### src/sv/smvs_pkg.sv
// shared constants, codes and controller/datapath types of the mean and variance sampler
`default_nettype none
package smvs_pkg;

    localparam int LANES           = 3;
    localparam int RAW_BITS        = 16;
    localparam int MAX_SAMPLES_DEF = 1024;

    localparam int CNT_W    = 11;
    localparam int DISC_W   = 8;
    localparam int CHAN_W   = 2;
    localparam int GAIN_W   = 32;
    localparam int IDX_W    = 2;
    localparam int MEAN_W   = 48;
    localparam int VAR_W    = 63;

    // gain is Q2.30, results carry 16 fraction bits
    localparam int MEAN_SHIFT     = 14;
    localparam int VAR_SHIFT      = 44;
    localparam int VAR_HALF_SHIFT = 43;

    localparam logic [CNT_W-1:0]  SAMPLE_COUNT_RST  = CNT_W'(16);
    localparam logic [DISC_W-1:0] DISCARD_COUNT_RST = DISC_W'(10);
    localparam logic [CHAN_W-1:0] CHANNEL_COUNT_RST = CHAN_W'(3);
    localparam logic [GAIN_W-1:0] GAIN_RST          = 32'h4000_0000;

    localparam logic OP_START  = 1'b0;
    localparam logic OP_SAMPLE = 1'b1;

    typedef enum logic [IDX_W-1:0] {
        CFG_SAMPLE_COUNT  = 2'd0,
        CFG_DISCARD_COUNT = 2'd1,
        CFG_CHANNEL_COUNT = 2'd2,
        CFG_GAIN          = 2'd3
    } cfg_reg_t;

    typedef enum logic [3:0] {
        DP_NONE,
        DP_READ,
        DP_SUM_ACC,
        DP_SQ_DEV,
        DP_SQ_MST,
        DP_SQ_ACC,
        DP_MEAN_MST,
        DP_MEAN_DST,
        DP_MEAN_SAVE,
        DP_D_DST,
        DP_V_MST,
        DP_V_DST,
        DP_OUT
    } dp_op_t;

    typedef struct packed {
        logic   in_ready;
        dp_op_t op;
    } dp_cmd_t;

    typedef struct packed {
        logic close;
        logic k_end;
        logic lane_end;
        logic mul_busy;
        logic div_busy;
        logic out_free;
    } dp_stat_t;

endpackage
`default_nettype wire

### src/sv/smvs_ctrl.sv
// sequencer for sample collection and the two-pass per-channel evaluation
`default_nettype none
module smvs_ctrl import smvs_pkg::*; (
    input  wire logic     clk,
    input  wire logic     rst_n,
    input  wire dp_stat_t stat,
    output dp_cmd_t       cmd
);
    typedef enum logic [4:0] {
        S_IDLE, S_SUM_RD, S_SUM_ACC, S_SQ_RD, S_SQ_DEV, S_SQ_MST, S_SQ_MUL, S_SQ_ACC,
        S_MEAN_MST, S_MEAN_MUL, S_MEAN_DST, S_MEAN_DIV, S_MEAN_SAVE, S_D_DST, S_D_DIV,
        S_V_MST, S_V_MUL, S_V_DST, S_V_DIV, S_OUT
    } state_t;

    state_t state_reg, state_next;

    always_comb
    begin
        state_next = state_reg;
        unique case (state_reg)
            S_IDLE:      if (stat.close) state_next = S_SUM_RD;
            S_SUM_RD:    state_next = S_SUM_ACC;
            S_SUM_ACC:   state_next = stat.k_end ? S_SQ_RD : S_SUM_RD;
            S_SQ_RD:     state_next = S_SQ_DEV;
            S_SQ_DEV:    state_next = S_SQ_MST;
            S_SQ_MST:    state_next = S_SQ_MUL;
            S_SQ_MUL:    if (!stat.mul_busy) state_next = S_SQ_ACC;
            S_SQ_ACC:    state_next = stat.k_end ? S_MEAN_MST : S_SQ_RD;
            S_MEAN_MST:  state_next = S_MEAN_MUL;
            S_MEAN_MUL:  if (!stat.mul_busy) state_next = S_MEAN_DST;
            S_MEAN_DST:  state_next = S_MEAN_DIV;
            S_MEAN_DIV:  if (!stat.div_busy) state_next = S_MEAN_SAVE;
            S_MEAN_SAVE: state_next = S_D_DST;
            S_D_DST:     state_next = S_D_DIV;
            S_D_DIV:     if (!stat.div_busy) state_next = S_V_MST;
            S_V_MST:     state_next = S_V_MUL;
            S_V_MUL:     if (!stat.mul_busy) state_next = S_V_DST;
            S_V_DST:     state_next = S_V_DIV;
            S_V_DIV:     if (!stat.div_busy) state_next = S_OUT;
            S_OUT:
            begin
                if (stat.out_free)
                begin
                    state_next = stat.lane_end ? S_IDLE : S_SUM_RD;
                end
            end
            default:     state_next = S_IDLE;
        endcase
    end

    always_comb
    begin
        cmd.in_ready = (state_reg == S_IDLE);
        unique case (state_reg)
            S_SUM_RD, S_SQ_RD: cmd.op = DP_READ;
            S_SUM_ACC:         cmd.op = DP_SUM_ACC;
            S_SQ_DEV:          cmd.op = DP_SQ_DEV;
            S_SQ_MST:          cmd.op = DP_SQ_MST;
            S_SQ_ACC:          cmd.op = DP_SQ_ACC;
            S_MEAN_MST:        cmd.op = DP_MEAN_MST;
            S_MEAN_DST:        cmd.op = DP_MEAN_DST;
            S_MEAN_SAVE:       cmd.op = DP_MEAN_SAVE;
            S_D_DST:           cmd.op = DP_D_DST;
            S_V_MST:           cmd.op = DP_V_MST;
            S_V_DST:           cmd.op = DP_V_DST;
            S_OUT:             cmd.op = DP_OUT;
            default:           cmd.op = DP_NONE;
        endcase
    end

    always_ff @(posedge clk or negedge rst_n)
    begin
        if (!rst_n)
        begin
            state_reg <= S_IDLE;
        end
        else
        begin
            state_reg <= state_next;
        end
    end

    // a wait on a unit always follows the cycle that started it
    assert property (@(posedge clk) disable iff (!rst_n)
        (state_reg == S_SQ_MST || state_reg == S_MEAN_MST || state_reg == S_V_MST)
        |=> stat.mul_busy || state_reg != S_IDLE)
        else $error("multiplier start left the sequence");
    assert property (@(posedge clk) disable iff (!rst_n)
        stat.close |-> state_reg == S_IDLE)
        else $error("run closed outside idle");
    assert property (@(posedge clk) disable iff (!rst_n)
        (state_reg == S_OUT && stat.out_free && stat.lane_end) |=> state_reg == S_IDLE)
        else $error("last channel did not end the run");
endmodule
`default_nettype wire

### config.mk
export PLATFORM = sky130hd
export DESIGN_NAME = smvs_ctrl
export DESIGN_NICKNAME = d
export VERILOG_FILES = /design/src/sv/smvs_pkg.sv /design/src/sv/smvs_ctrl.sv
export SDC_FILE = /design/constraint.sdc
export NUM_CORES = 1
export LEC_CHECK = 0
export BUFFER_PORTS_ARGS = -buffer_cell sky130_fd_sc_hd__clkbuf_2
export CELL_PAD_IN_SITES_DETAIL_PLACEMENT = 1
export CELL_PAD_IN_SITES_GLOBAL_PLACEMENT = 1
export CORE_ASPECT_RATIO = 0.7
export CORE_UTILIZATION = 36
export CTS_CLUSTER_DIAMETER = 40
export DETAILED_ROUTE_END_ITERATION = 10
export MAX_ROUTING_LAYER = met4
export PLACE_DENSITY = 0.79
export REMOVE_ABC_BUFFERS = 1
export SYNTH_ARGS = -nofsm -noshare
export SYNTH_HDL_FRONTEND = slang
export SYNTH_SLANG_ARGS = --single-unit
### constraint.sdc
create_clock -name clk -period 2.17 [get_ports clk]
set_clock_uncertainty 0.05 [all_clocks]
set_input_delay 0.5425 -clock clk [delete_from_list [all_inputs] [get_ports clk]]
set_output_delay 0.5425 -clock clk [all_outputs]
set_load 0.01 [all_outputs]
==> run metrics <==
post-synth top area share=0.175; area leader, netlist=dfrtp_1; slowest CP cell=dfrtp_2; Cell variety after synth=37; num ports=13; minimum clock period=2.24 ns; Worst-path clk slew=0.05 ns; Synth Area per Inst=8.24 um^2; buffers added on ports=12; layout cells sized above 1=0.496; setup_tns=-0.0697 ns; Final setup viols=1; Root Buffer=clkbuf_4; slowest stage delay, CP=0.45 ns; clock latency on the worst-skew pair=0.24 ns; async set or reset register ratio after synthesis=1.00; Netlist Area Pre-Place=717 um^2; synthesized instance count=87; Hold Vio Cnt, Final=0; initial antenna violation count=0; crit end category=primary output; vias in the first global route=741; final slew viol count=0; DRC Markers=0; total wire length=2450 um; grt total ovfl=0; YS warnings=0; Vias/cell=5.90; Chip Width=55.3 um; max reg flops=5; critical path type=register to primary output; area grow syn2layout=42.4%; failing checks=setup timing; crit path DAT=1.65 ns; total CTS buffers=3; DIE AREA=2180 um^2; largest net degree at the start of global routing=15; drt pass-1 iters=6; Max Fclk=0.446 GHz; initial drt markers=22; reg2reg path depth=7; fin nets=127; antenna-violating nets left=0; Rel. slew slack=0.743; outcome=finished, violations left; crit start category=register; first-pass GRT wire length=3710 um; Starting Density=0.383; Peak VDD IR=0.936 mV; sequential fraction of the synthesis area=0.175; worst slew pin tran=0.385 ns; CTS HTree Levels=1; WP data required=1.58 ns; Max FO, Critical Path=5; worst-case clock buffer depth=2; hold_buf cts=0; drt wl/cell=18.1 um; RSZ-0062 raised after global routing=true; static leakage=0.421 nW; core area=1870 um^2; Die H=39.3 um; DP HPWL=1720 um; All-Layer GR Usage=0.237; CTS tree=built; total power draw=1.55 mW; Tcrit/Tclk final=1.03; Power Density=1520 nW/um^2; final core utilization=0.546; crit-path cells=inv_2 -> ha_4 -> mux4_2 -> nand2b_1 -> nand2_1 -> clkbuf_2; ANT cells=0; Post-synth EDFFs=0; commonest cells in the synthesized netlist=a21oi_1 (7), nand2_1 (7), nand2b_1 (6); via count=796; ranking of synthesized cells by area=dfrtp_1 (17%), ha_1 (8.7%), nand2b_1 (5.2%); worst hold path class=input port to asynchronous set/reset pin; top_reg_cell synth=dfrtp_1; Yosys reg bits=5; Core Rows=13; max-cap viol count=0; RePlAce Congestion=0.818; setup slack after layout=-0.0697 ns; CTS Sinks=5
## layout make-up
type / instances / area (um^2)
Fill cell: 231 / 850
Timing Repair Buffer: 30 / 199
Clock buffer: 4 / 26.3
Tap cell: 22 / 27.5
Inverter: 4 / 17.5
Sequential cell: 5 / 131
Multi-Input combinational cell: 70 / 619
## timing repair
item | in CTS | in global routing
pin swaps | 2 | 4
setup endpoints to repair | 6 | 7
resized for setup | 14 | 13
setup buffers | 5 | 3
gates cloned | 0 | 0
## where the power goes
part           switching [mW]  internal [mW]  total (mW)
sequential             0.0965          0.142       0.238
clock                  0.0409         0.0697       0.111
combinational           0.590          0.612        1.20
## metrics by stage
| stage | setup slack [ns] | instance area (um^2) | hold WS (ns) | cells |
|---|---|---|---|---|
| floorplan | 0.0697 | 676 | 0.197 | 79 |
| global placement | 0.0866 | 846 | 0.314 | 124 |
| detailed placement | -0.0346 | 846 | 0.320 | 124 |
| CTS | -0.0709 | 961 | 0.0657 | 133 |
| global route | -0.159 | 1020 | 0.0567 | 135 |
| finish | -0.0697 | 1020 | 0.0653 | 135 |
## path summary, 6_finish.rpt
kind,startpoint,endpoint,slack [ns]
max,state_reg[1]$_DFFE_PN0P_,cmd[1],-0.07
min,rst_n,state_reg[1]$_DFFE_PN0P_,0.07
max reg2reg,state_reg[1]$_DFFE_PN0P_,state_reg[1]$_DFFE_PN0P_,0.02
min reg2reg,state_reg[1]$_DFFE_PN0P_,state_reg[1]$_DFFE_PN0P_,0.69
max in group asynchronous,rst_n,state_reg[3]$_DFFE_PN0P_,1.84
min in group clk,stat[4],state_reg[3]$_DFFE_PN0P_,0.64
## critical path: cells and delay by family (launching register included)
kind	cells	cell delay, ns
fa+ha+maj	1	0.17
buf+inv	2	0.20
flops	1	0.45
mux	1	0.45
simple gates	2	0.13
## routing by layer
metal	wire, um	vias up	track usage
li1	-	374	-
met1	1160	401	0.296
met2	1190	19	0.398
met3	81	2	0.0462
met4	15	0	0.0750
met5	0	-	-
## logic make-up after synthesis
kind of cell / share of synthesized area
compound gates: 0.307
fa+ha+maj: 0.0873
buf+inv: 0.0785
flops: 0.175
mux: 0.0873
simple gates: 0.265
## placed cells by master, fill, tap and decap left out, types with 2 or more instances in the layout
cell      synthesis  final
clkbuf_4          0      3
ha_4              0      3
nor2b_1           4      4
o41ai_1           3      3
nand3b_1          3      3
buf_2             3      2
inv_1             4      2
nand2_1           7      7
nand2b_1          6      6
nor2_1            5      5
clkbuf_2          0     10
o21ai_0           5      3
a31oi_1           2      2
buf_4             0     17
dfrtp_2           0      5
a21oi_1           7      7
Note: power is estimated with default switching activity, not from simulation.
